### config.mk
export PLATFORM = sky130hd
export DESIGN_NAME = tile_gated_red_dominance_mask_top
export DESIGN_NICKNAME = d
export VERILOG_FILES = /design/src/rtl/tgrdm_pkg.sv /design/src/rtl/tgrdm_ram.sv /design/src/rtl/tgrdm_front.sv /design/src/rtl/tgrdm_desc_q.sv /design/src/rtl/tgrdm_back.sv /design/src/rtl/tile_gated_red_dominance_mask_top.sv
export SDC_FILE = /design/constraint.sdc
export NUM_CORES = 1
export LEC_CHECK = 0
export BUFFER_PORTS_ARGS = -buffer_cell sky130_fd_sc_hd__buf_2
export CELL_PAD_IN_SITES_DETAIL_PLACEMENT = 0
export CELL_PAD_IN_SITES_GLOBAL_PLACEMENT = 2
export CORE_ASPECT_RATIO = 1.4
export CORE_MARGIN = 2
export CORE_UTILIZATION = 46
export DETAILED_ROUTE_END_ITERATION = 10
export GPL_TIMING_DRIVEN = 0
export PLACE_DENSITY = 0.88
export REMOVE_ABC_BUFFERS = 1
export SYNTH_ARGS = -nofsm -noshare
export SYNTH_HDL_FRONTEND = slang
export SYNTH_SLANG_ARGS = --single-unit
### constraint.sdc
create_clock -name clk -period 17.7 [get_ports clk]
set_input_delay 0 -clock clk [delete_from_list [all_inputs] [get_ports clk]]
set_output_delay 0 -clock clk [all_outputs]
set_load 0.005 [all_outputs]
### src/rtl/tgrdm_pkg.sv
// Shared types and constants for the tile red-dominance mask block.
`default_nettype none
package tgrdm_pkg;
	localparam int PIX_W      = 8;
	localparam int MARGIN_W   = 10;
	localparam int FLOOR_W    = 8;
	localparam int CFG_IDX_W  = 1;
	localparam int CFG_DATA_W = 10;
	// index of the last pixel of a tile, wide enough for tiles of up to 64 pixels
	localparam int PIX_IDX_W  = 6;

	localparam logic [CFG_IDX_W-1:0] REG_RED_MARGIN     = 1'b0;
	localparam logic [CFG_IDX_W-1:0] REG_RED_MEAN_FLOOR = 1'b1;

	localparam logic [MARGIN_W-1:0] MARGIN_RST = 10'd25;
	localparam logic [FLOOR_W-1:0]  FLOOR_RST  = 8'd45;

	typedef struct packed {
		logic                 bank;
		logic                 bright;
		logic [PIX_IDX_W-1:0] last_idx;
	} tile_desc_t;
endpackage
`default_nettype wire

### src/rtl/tgrdm_ram.sv
// Generic single-write, single-read RAM with registered read data.
`default_nettype none
module tgrdm_ram #(
	parameter int WIDTH = 1,
	parameter int DEPTH = 128
) (
	input  wire logic                     clk,
	input  wire logic                     we,
	input  wire logic [$clog2(DEPTH)-1:0] waddr,
	input  wire logic [WIDTH-1:0]         wdata,
	input  wire logic                     re,
	input  wire logic [$clog2(DEPTH)-1:0] raddr,
	output      logic [WIDTH-1:0]         rdata
);
	logic [WIDTH-1:0] mem_q [DEPTH];

	always_ff @(posedge clk) begin
		if (we) begin
			mem_q[waddr] <= wdata;
		end
		if (re) begin
			rdata <= mem_q[raddr];
		end
	end
endmodule
`default_nettype wire

### src/rtl/tgrdm_front.sv
// Front end: per-pixel dominance flag, red sum and tile-end mean test.
`default_nettype none
module tgrdm_front #(
	parameter int TILE_PIXELS_MAX = 64
) (
	input  wire logic                                clk,
	input  wire logic                                arst_n,
	input  wire logic                                in_fire,
	input  wire logic [tgrdm_pkg::PIX_W-1:0]         blue,
	input  wire logic [tgrdm_pkg::PIX_W-1:0]         green,
	input  wire logic [tgrdm_pkg::PIX_W-1:0]         red,
	input  wire logic                                tile_end,
	input  wire logic [tgrdm_pkg::MARGIN_W-1:0]      red_margin,
	input  wire logic [tgrdm_pkg::FLOOR_W-1:0]       red_mean_floor,
	output      logic                                ram_we,
	output      logic [((TILE_PIXELS_MAX > 1) ? $clog2(TILE_PIXELS_MAX) : 1):0] ram_waddr,
	output      logic                                ram_wdata,
	output      logic                                desc_push,
	output      tgrdm_pkg::tile_desc_t               desc
);
	import tgrdm_pkg::*;

	localparam int IDX_W = (TILE_PIXELS_MAX > 1) ? $clog2(TILE_PIXELS_MAX) : 1;
	localparam int CNT_W = $clog2(TILE_PIXELS_MAX + 1);
	localparam int SUM_W = $clog2(TILE_PIXELS_MAX * 255 + 1);
	localparam int CMP_W = MARGIN_W + 1;

	logic [CNT_W-1:0] cnt_q;
	logic [SUM_W-1:0] sum_q;
	logic [SUM_W-1:0] facc_q;   // floor times pixel count, built by addition
	logic             bank_q;

	logic [CNT_W-1:0] cnt_n;
	logic [SUM_W-1:0] sum_n;
	logic [SUM_W-1:0] facc_n;
	logic             tile_done;
	logic [CMP_W-1:0] twice_red;
	logic [CMP_W-1:0] gb_margin;

	always_comb begin
		twice_red = CMP_W'({red, 1'b0});
		gb_margin = CMP_W'(green) + CMP_W'(blue) + CMP_W'(red_margin);
		cnt_n     = cnt_q + CNT_W'(1);
		sum_n     = sum_q + SUM_W'(red);
		facc_n    = facc_q + SUM_W'(red_mean_floor);
		tile_done = tile_end | (cnt_n == CNT_W'(TILE_PIXELS_MAX));
	end

	assign ram_we        = in_fire;
	assign ram_waddr     = {bank_q, cnt_q[IDX_W-1:0]};
	assign ram_wdata     = (twice_red >= gb_margin);
	assign desc_push     = in_fire & tile_done;
	assign desc.bank     = bank_q;
	assign desc.bright   = (sum_n >= facc_n);
	assign desc.last_idx = PIX_IDX_W'(cnt_q);

	always_ff @(posedge clk or negedge arst_n) begin
		if (!arst_n) begin
			cnt_q  <= '0;
			sum_q  <= '0;
			facc_q <= '0;
			bank_q <= 1'b0;
		end else if (in_fire) begin
			if (tile_done) begin
				cnt_q  <= '0;
				sum_q  <= '0;
				facc_q <= '0;
				bank_q <= ~bank_q;
			end else begin
				cnt_q  <= cnt_n;
				sum_q  <= sum_n;
				facc_q <= facc_n;
			end
		end
	end
endmodule
`default_nettype wire

### src/rtl/tgrdm_desc_q.sv
// Two-entry queue of finished tile descriptors between front and back.
`default_nettype none
module tgrdm_desc_q (
	input  wire logic                  clk,
	input  wire logic                  arst_n,
	input  wire logic                  push,
	input  wire tgrdm_pkg::tile_desc_t push_desc,
	input  wire logic                  pop,
	output      logic                  full,
	output      logic                  valid,
	output      tgrdm_pkg::tile_desc_t head
);
	import tgrdm_pkg::*;

	localparam int DEPTH = 2;

	tile_desc_t  ent_q [DEPTH];
	logic        wptr_q;
	logic        rptr_q;
	logic [1:0]  cnt_q;

	assign full  = (cnt_q == 2'(DEPTH));
	assign valid = (cnt_q != 2'd0);
	assign head  = ent_q[rptr_q];

	always_ff @(posedge clk) begin
		if (push) begin
			ent_q[wptr_q] <= push_desc;
		end
	end

	always_ff @(posedge clk or negedge arst_n) begin
		if (!arst_n) begin
			wptr_q <= 1'b0;
			rptr_q <= 1'b0;
			cnt_q  <= 2'd0;
		end else begin
			if (push) begin
				wptr_q <= ~wptr_q;
			end
			if (pop) begin
				rptr_q <= ~rptr_q;
			end
			cnt_q <= cnt_q + 2'(push) - 2'(pop);
		end
	end
endmodule
`default_nettype wire

### src/rtl/tgrdm_back.sv
// Back end: reads a tile's flags in order and queues the mask beats.
`default_nettype none
module tgrdm_back #(
	parameter int TILE_PIXELS_MAX = 64
) (
	input  wire logic                  clk,
	input  wire logic                  arst_n,
	input  wire logic                  desc_valid,
	input  wire tgrdm_pkg::tile_desc_t desc,
	output      logic                  desc_pop,
	output      logic                  ram_re,
	output      logic [((TILE_PIXELS_MAX > 1) ? $clog2(TILE_PIXELS_MAX) : 1):0] ram_raddr,
	input  wire logic                  ram_rdata,
	input  wire logic                  pop,
	output      logic                  empty,
	output      logic                  mask_bit,
	output      logic                  run_last
);
	import tgrdm_pkg::*;

	localparam int IDX_W   = (TILE_PIXELS_MAX > 1) ? $clog2(TILE_PIXELS_MAX) : 1;
	localparam int ODEPTH  = 2;

	logic [IDX_W-1:0] rd_idx_q;
	logic             v_s1;
	logic             last_s1;
	logic             bright_s1;

	logic [1:0]       ofifo_q [ODEPTH];   // {mask, last}
	logic             owptr_q;
	logic             orptr_q;
	logic [1:0]       ocnt_q;

	logic [1:0]       used;
	logic             pop_fire;
	logic             issue;
	logic             at_last;

	always_comb begin
		used     = ocnt_q + 2'(v_s1);
		pop_fire = pop & (ocnt_q != 2'd0);
		// count the beat in flight in the RAM read against the output room
		issue    = desc_valid & ((used < 2'(ODEPTH)) | ((used == 2'(ODEPTH)) & pop_fire));
		at_last  = (rd_idx_q == IDX_W'(desc.last_idx));
	end

	assign desc_pop  = issue & at_last;
	assign ram_re    = issue;
	assign ram_raddr = {desc.bank, rd_idx_q};
	assign empty     = (ocnt_q == 2'd0);
	assign mask_bit  = ofifo_q[orptr_q][1];
	assign run_last  = ofifo_q[orptr_q][0];

	always_ff @(posedge clk) begin
		last_s1   <= at_last;
		bright_s1 <= desc.bright;
		if (v_s1) begin
			ofifo_q[owptr_q] <= {bright_s1 & ram_rdata, last_s1};
		end
	end

	always_ff @(posedge clk or negedge arst_n) begin
		if (!arst_n) begin
			rd_idx_q <= '0;
			v_s1     <= 1'b0;
			owptr_q  <= 1'b0;
			orptr_q  <= 1'b0;
			ocnt_q   <= 2'd0;
		end else begin
			v_s1 <= issue;
			if (issue) begin
				rd_idx_q <= at_last ? '0 : rd_idx_q + IDX_W'(1);
			end
			if (v_s1) begin
				owptr_q <= ~owptr_q;
			end
			if (pop_fire) begin
				orptr_q <= ~orptr_q;
			end
			ocnt_q <= ocnt_q + 2'(v_s1) - 2'(pop_fire);
		end
	end
endmodule
`default_nettype wire

### src/rtl/tile_gated_red_dominance_mask_top.sv
// Top level: config registers, front end, tile queue, flag RAM and back end.
// Input: one pixel per cycle; push is held off (full) only while both flag banks
// hold tiles whose flags are not all read out by the back end.
// Output: after a tile's last pixel beat, its flags are read from the flag RAM and pass
// through the output queue; then one mask beat per cycle while pop is held.
// Reset: config registers return to their defaults, counters and queues clear;
// the flag RAM is not cleared.
`default_nettype none
module tile_gated_red_dominance_mask_top #(
	parameter int TILE_PIXELS_MAX = 64
) (
	input  wire logic                              clk,
	input  wire logic                              arst_n,
	input  wire logic                              push,
	output      logic                              full,
	input  wire logic [tgrdm_pkg::PIX_W-1:0]       blue,
	input  wire logic [tgrdm_pkg::PIX_W-1:0]       green,
	input  wire logic [tgrdm_pkg::PIX_W-1:0]       red,
	input  wire logic                              tile_end,
	output      logic                              empty,
	input  wire logic                              pop,
	output      logic                              mask_bit,
	output      logic                              run_last,
	input  wire logic                              cfg_we,
	input  wire logic [tgrdm_pkg::CFG_IDX_W-1:0]   cfg_index,
	input  wire logic [tgrdm_pkg::CFG_DATA_W-1:0]  cfg_wdata
);
	import tgrdm_pkg::*;

	localparam int IDX_W  = (TILE_PIXELS_MAX > 1) ? $clog2(TILE_PIXELS_MAX) : 1;
	localparam int RAM_D  = 2 * (2 ** IDX_W);

	logic [MARGIN_W-1:0] margin_q;
	logic [FLOOR_W-1:0]  floor_q;

	logic             in_fire;
	logic             ram_we;
	logic [IDX_W:0]   ram_waddr;
	logic             ram_wdata;
	logic             ram_re;
	logic [IDX_W:0]   ram_raddr;
	logic             ram_rdata;
	logic             desc_push;
	tile_desc_t       push_desc;
	logic             desc_pop;
	logic             desc_valid;
	tile_desc_t       head_desc;

	assign in_fire = push & ~full;

	always_ff @(posedge clk or negedge arst_n) begin
		if (!arst_n) begin
			margin_q <= MARGIN_RST;
			floor_q  <= FLOOR_RST;
		end else if (cfg_we) begin
			case (cfg_index)
				REG_RED_MARGIN:     margin_q <= cfg_wdata[MARGIN_W-1:0];
				REG_RED_MEAN_FLOOR: floor_q  <= cfg_wdata[FLOOR_W-1:0];
				default: ;
			endcase
		end
	end

	tgrdm_front #(
		.TILE_PIXELS_MAX(TILE_PIXELS_MAX)
	) u_front (
		.clk           (clk),
		.arst_n        (arst_n),
		.in_fire       (in_fire),
		.blue          (blue),
		.green         (green),
		.red           (red),
		.tile_end      (tile_end),
		.red_margin    (margin_q),
		.red_mean_floor(floor_q),
		.ram_we        (ram_we),
		.ram_waddr     (ram_waddr),
		.ram_wdata     (ram_wdata),
		.desc_push     (desc_push),
		.desc          (push_desc)
	);

	tgrdm_desc_q u_desc_q (
		.clk      (clk),
		.arst_n   (arst_n),
		.push     (desc_push),
		.push_desc(push_desc),
		.pop      (desc_pop),
		.full     (full),
		.valid    (desc_valid),
		.head     (head_desc)
	);

	tgrdm_ram #(
		.WIDTH(1),
		.DEPTH(RAM_D)
	) u_flag_ram (
		.clk  (clk),
		.we   (ram_we),
		.waddr(ram_waddr),
		.wdata(ram_wdata),
		.re   (ram_re),
		.raddr(ram_raddr),
		.rdata(ram_rdata)
	);

	tgrdm_back #(
		.TILE_PIXELS_MAX(TILE_PIXELS_MAX)
	) u_back (
		.clk       (clk),
		.arst_n    (arst_n),
		.desc_valid(desc_valid),
		.desc      (head_desc),
		.desc_pop  (desc_pop),
		.ram_re    (ram_re),
		.ram_raddr (ram_raddr),
		.ram_rdata (ram_rdata),
		.pop       (pop),
		.empty     (empty),
		.mask_bit  (mask_bit),
		.run_last  (run_last)
	);

	// pixel writes never land in the bank that is being emitted
	a_bank_split: assert property (@(posedge clk) disable iff (!arst_n)
		(ram_we && desc_valid) |-> (ram_waddr[IDX_W] != head_desc.bank))
		else $error("flag write into the bank being emitted");

	// both banks fill up only through a pixel beat
	a_full_cause: assert property (@(posedge clk) disable iff (!arst_n)
		$rose(full) |-> $past(push))
		else $error("full rose without a pixel beat");

	// a tile leaves the queue only if one is there
	a_pop_valid: assert property (@(posedge clk) disable iff (!arst_n)
		desc_pop |-> desc_valid)
		else $error("tile descriptor popped from empty queue");
endmodule
`default_nettype wire
After elaboration in Yosys (flattened, before gate mapping)
Memory sizes are Yosys's and may differ from the RTL's. A register that Yosys moved wholly into a read port is not among the register bits.
Index checks and enable logic that the tools add are counted.
{"block": "classes", "n_eq_ne": 4, "n_reduce_logical": 6, "magnitude_cmp": 3, "n_bitwise": 16, "n_addsub": 10, "mux": 10}
{"cell": "14-bit by 8-bit adder with 14-bit output", "count": 2}
{"cell": "14-bit two-way mux", "count": 2}
{"cell": "14-bit >= comparator", "count": 1}
{"cell": "11-bit by 10-bit adder with 11-bit output", "count": 1}
{"cell": "9-bit by 11-bit >= comparator with 1-bit output", "count": 1}
{"cell": "8-bit by 8-bit adder with 9-bit output", "count": 1}
{"cell": "7-bit by 1-bit adder with 7-bit output, second input constant", "count": 1}
{"cell": "1-bit bitwise AND", "count": 7}
{"cell": "7-bit == test, second input constant", "count": 1}
{"cell": "7-bit two-way mux", "count": 1}
{"cell": "1-bit NOT", "count": 7}
{"cell": "6-bit by 1-bit adder with 6-bit output, second input constant", "count": 1}
{"cell": "6-bit == test", "count": 1}
{"cell": "1-bit two-way mux", "count": 6}
{"cell": "6-bit two-way mux", "count": 1}
{"cell": "2-bit AND reduction", "count": 3}
{"cell": "2-bit by 1-bit adder with 2-bit output", "count": 2}
{"cell": "2-bit == test, second input constant", "count": 2}
{"cell": "2-bit nonzero test", "count": 2}
{"cell": "2-bit by 1-bit subtractor with 2-bit output", "count": 2}
{"cell": "2-bit zero test", "count": 1}
{"cell": "2-bit less-than comparator, second input constant", "count": 1}
{"cell": "1-bit bitwise OR", "count": 2}
{"block": "totals", "mem_count": 3, "out_inout_bits": 4, "mem_bits_rw": 148, "wordCells": 68, "register_bits": 71}
{"name": "u_flag_ram.mem_q", "depth": 128, "width": 1, "read_ports": 1, "rd_clocked_by_memory_dff": 1, "wr": 1, "line": "tgrdm_ram.sv:15", "source": "logic [WIDTH-1:0] mem_q [DEPTH];"}
{"name": "u_desc_q.ent_q", "depth": 2, "width": 8, "read_ports": 1, "rd_clocked_by_memory_dff": 0, "wr": 1, "line": "tgrdm_desc_q.sv:17", "source": "tile_desc_t ent_q [DEPTH];"}
{"name": "u_back.ofifo_q", "depth": 2, "width": 2, "read_ports": 1, "rd_clocked_by_memory_dff": 0, "wr": 1, "line": "tgrdm_back.sv:29", "source": "logic [1:0] ofifo_q [ODEPTH];"}

Logic depth before layout (Yosys ltp)
{"block": "logic_depth", "depth_word": 7, "ltp_mapped": 18, "mapped_depth_nobuf": 18}

Modules after synthesis
A second synthesis with hierarchy kept.
{"block": "unflattened", "cells_unflattened": 954, "hier_area_um2": 11768.8}
{"module": "tgrdm_ram", "n_inst": 1, "cells_each": 395, "area_per_inst_um2": 5729.2, "seq_area_each_um2": 3873.7}
{"module": "tgrdm_front", "n_inst": 1, "cells_each": 402, "area_per_inst_um2": 3590.9, "seq_area_each_um2": 900.9}
{"module": "tgrdm_back", "n_inst": 1, "cells_each": 77, "area_per_inst_um2": 900.9, "seq_area_each_um2": 435.4}
{"module": "tgrdm_desc_q", "n_inst": 1, "cells_each": 40, "area_per_inst_um2": 810.8, "seq_area_each_um2": 580.6}
{"module": "tile_gated_red_dominance_mask_top", "n_inst": 1, "cells_each": 40, "area_per_inst_um2": 737.0, "seq_area_each_um2": 459.2}

Worst setup path before layout
OpenSTA, ideal clock, no wires.
{"block": "synth_path", "path_type": "input to register", "start": "input blue[0] (netlist bit)", "end": "memory u_flag_ram.mem_q[0] (data pin)", "n_path_buf": 0, "required_time_ns": 16.435, "path_stages": 17, "arrival_time_ns": 8.196, "setup_ns": 1.265, "setup_slack_ns": 8.239, "path_cell_list": "ha_1 -> inv_1 -> fa_1 -> nor2b_1 -> o21ai_0 -> a21boi_0 -> o21a_1 -> nor2_1 -> xnor2_1 -> ha_1 -> a21o_1 -> or4_1 -> nand2_1 -> xor2_1 -> ha_1 -> o211ai_1 -> a221oi_1"}
{"block": "synth_between", "elab_chain_cells": 3}
{"item": "from (decl)", "line": "tile_gated_red_dominance_mask_top.sv:16", "source": "input wire logic [tgrdm_pkg::PIX_W-1:0] blue,"}
{"item": "8-bit by 8-bit adder with 9-bit output", "line": "tgrdm_front.sv:42", "source": "gb_margin = CMP_W'(green) + CMP_W'(blue) + CMP_W'(red_margin);"}
{"item": "11-bit by 10-bit adder with 11-bit output", "line": "tgrdm_front.sv:42"}
{"item": "9-bit by 11-bit >= comparator with 1-bit output", "line": "tgrdm_front.sv:51", "source": "assign ram_wdata = (twice_red >= gb_margin);"}
{"item": "named net ram_wdata", "line": "tile_gated_red_dominance_mask_top.sv:39", "source": "logic ram_wdata;"}
{"item": "to (decl)", "line": "tgrdm_ram.sv:15"}
The timed path passes the listed nets, and every way through them passes these cells.

Worst setup path after layout
{"block": "layout_path", "start": "input blue[0] (netlist bit)", "end": "memory u_flag_ram.mem_q[31] (data pin)"}
The elaborated chain is that of the path after synthesis.

==> metrics.md <==
| Metric | Value |
|---|---|
| Status | `finished clean` |
| WP data arrival | `4.30 ns` |
| Post-synth cell types | `59` |
| Routed WL | `24,700 microns` |
| Initial Util | `46.5%` |
| Clock Sinks | `220` |
| FP Rows | `68` |
| Post-synth ARST share | `31.4%` |
| Count leader, synth | `nor2_1` |
| Max Fclk | `0.253 GHz` |
| First-pass iteration count of the detailed router | `5` |
| Crit. End Element | `flip-flop` |
| Initial DRC Count | `370` |
| Synth Flop Type | `edfxtp_1` |
| Pin count of the biggest net entering global routing | `46` |
| Non-Filler Instances | `1,352` |
| Htree depth | `1` |
| Via count | `7,504` |
| Post-DR wirelength/cell | `18.3 microns` |
| Clock Path Buffers | `3` |
| Hold WC Path Type | `input pin to flip-flop` |
| WHS Path Cells | `4` |
| N_diodes | `0` |
| Leakage | `4.85 nW` |
| Number of synthesized register bits | `220` |
| Crit path kind | `input pin to flip-flop` |
| Most frequent cell on the critical path | `ha_1` |
| RePlAce Congestion | `0.768` |
| Synth Instances | `973` |
| Final hold vios | `0` |
| CP Launch Type | `input pin` |
| Vias in the first global route | `7,815` |
| Die Ht | `190 microns` |
| Headroom to the max-slew limit | `12.3%` |
| Sink of the worst hold path | `margin_q[1]` |
| Yosys Warn Count | `0` |
| Register Area | `0.00625 sq mm` |
| Nets | `1,128` |
| R2R Setup Slk | `13.98 ns` |
| RSZ-0062 raised after global routing | `false` |
| Post-synth EDFFs | `149` |
| Fin crit period | `3.95 ns` |
| RR Startpoint | `u_front.facc_q[0]` |
| Clock latency on the worst-skew pair | `0.51 ns` |
| Core area | `0.0245 sq mm` |
| Post-synth top area share | `39.3%` |
| Synth top cells by count | `nor2_1, edfxtp_1, nand2_1, dfrtp_1, ha_1` |
| CP max FO | `29` |
| Worst path cell trace | `buf_2 -> ha_1 -> inv_1 -> fa_1 -> nor2b_1 -> o21ai_0 -> a21boi_0 -> o21a_1 -> nor2_1 -> xnor2_1 -> ha_1 -> a21o_1 -> or4_1 -> nand2_1 -> xor2_1 -> ha_1 -> o211ai_1 -> a221oi_4 -> buf_16 -> buf_8 -> buf_8` |
| Drc violations | `0` |
| Setup violations, final | `0` |
| Post-CTS setup buffers | `0` |
| Critical Path RT | `18.05 ns` |
| Post-DP HPWL | `16,400 microns` |
| Layout area overhead | `12.8%` |
| CTS Buf Count | `23` |
| R2R depth | `13` |
| Max-Cap Viols | `0` |
| Routed Antenna Nets | `0` |
| Setup tns final | `0 ns` |
| Initial antenna violation count | `0` |
| First-pass GRT wire length | `40,400 microns` |
| Hold wc startpoint | `cfg_index` |
| CTS tree | `yes` |
| Setup Skew | `0.0190 ns` |
| Least-Margin Pin Slew | `1.32 ns` |
| Area contributors post-synth | `edfxtp_1, dfrtp_1, ha_1` |
| Avg Synthesized Cell Area | `11.7 sq um` |
| Register area share after synthesis | `54.9%` |
| Die area | `0.0260 sq mm` |
| Final Cycle Share | `22.3%` |
| Via density | `5.55` |
| Cell Area, Synth | `0.0114 sq mm` |
| Multi-input logic area | `0.00486 sq mm` |
| Overall Global Routing Usage | `20.0%` |
| Post-placement cell count | `1,295` |
| GRT overflow | `0` |
| CP max stage delay | `0.54 ns` |
| Final Max Tran Viols | `0` |
| Layout cell share with drive strength beyond 1 | `13.9%` |
| Yosys top cell by area | `edfxtp_1` |
| RR Endpoint | `u_desc_q.ent_q[0][6]` |
| Port Buffers | `44` |
| Die width | `137 microns` |
| Slowest cell on the critical path | `or4_1` |
| CTS Root Cell | `clkbuf_16` |
| PD cells | `150 mW/mm^2` |
| I/O pin total | `45` |
| Filler Cell Count | `2,192` |
| Clock Pin Slew Worst Setup and Hold Paths | `0.07 ns` |
| Peak supply drop | `0.0904 mV` |
-- sequential cells by signal, indices dropped and copies added, names as in the netlist, 2 cells and up --
name and flops:
u_flag_ram.mem_q 128, u_desc_q.ent_q 16, u_front.facc_q 14, u_front.sum_q 14, margin_q 10, floor_q 8
u_front.cnt_q 7, u_back.rd_idx_q 6, u_back.ofifo_q 4, u_back.ocnt_q 2, u_desc_q.cnt_q 2
-- power breakdown --
part | switching (W) | leakage [nW] | internal, W | total (W)
Clock | 0.000202 | 0.348 | 0.000268 | 0.000470
Sequential | 0.000118 | 2.25 | 0.000672 | 0.000790
Combinational | 0.000365 | 2.25 | 0.000305 | 0.000671
Total | 0.000685 | 4.85 | 0.00125 | 0.00193
-- area by class of cell --
cell class | instances | area share [%]
clock buffer | 28 | 4.86
inverter | 23 | 0.672
timing repair buffer | 66 | 3.92
clock inverter | 13 | 0.887
multi-input combinational | 687 | 37.9
tap | 315 | 3.07
sequential | 220 | 48.7
-- cells in the final DEF, fill, tap and decap left out, types with 6 or more instances in the layout --
cell,netlist,routed
xnor2_1,34,34
dfrtp_1,62,61
nand3_1,16,16
xor2_1,18,18
dlygate4sd3_1,0,16
inv_1,22,22
nor3_1,13,13
a21oi_1,25,25
nor2b_1,18,18
nand4_1,7,7
a21o_1,10,10
mux2i_1,27,27
mux2_2,21,21
nand2b_1,12,12
o31ai_1,13,13
ha_1,62,62
clkbuf_16,0,23
o21ai_0,60,60
and3_1,6,6
edfxtp_1,149,149
buf_2,11,43
dfstp_2,7,7
a22o_1,6,6
and2_1,6,6
nor2_1,168,168
nand2_1,80,79
mux4_2,25,25
o22ai_1,6,6
-- worst max path at each step --
stage                     cells past startpoint                    to     from
final                                        21  u_flag_ram.mem_q[31]  blue[0]
after detailed placement                     21  u_flag_ram.mem_q[62]  blue[0]
after global placement                       18  u_flag_ram.mem_q[62]  blue[0]
after CTS                                    21  u_flag_ram.mem_q[44]  blue[0]
after floorplan                              17   u_flag_ram.mem_q[0]  blue[0]
after global routing                         21  u_flag_ram.mem_q[31]  blue[0]
-- what timing repair did --
action,in CTS,in global routing
hold endpoints to repair,89,0
resized for setup,0,0
hold buffers,16,0
-- kinds of logic after synthesis --
family	count (synthesis)	synth area share (%)
simple gates	340	13.0
mux	73	9.40
buf+inv	66	2.55
compound gates	156	8.66
flops	220	54.9
xor+xnor	52	4.00
fa+ha+maj	66	7.52
-- critical path: cells and delay by family --
kind            cells  cell delay, ns
compound gates      6            1.31
xor+xnor            2            0.27
fa+ha+maj           4            1.13
buf+inv             5            0.74
simple gates        4            0.85
-- metrics by stage --
step	total power (W)	utilization [%]	setup slack [ns]	cell area (sq um)	hold slack (ns)
global route	0.00207	52.4	13.41	12800	0.0403
global placement	0.00146	48.1	3.81	11800	0.235
floorplan	0.00126	-	8.24	11200	-0.296
CTS	0.00196	52.4	13.71	12800	0.0114
finish	0.00193	52.4	13.75	12800	0.00852
detailed placement	0.00148	48.7	13.20	11900	-0.00605
-- routing by layer --
metal  vias up  GRT usage (%)  wire length [microns]
met5         -              0                      0
met4         0           5.39                    528
met3        39           2.37                    836
met2       134           39.5                  13900
met1      3699           21.9                   9400
li1       3632              -                      -
No activity file was read; power rests on OpenSTA's default activity.
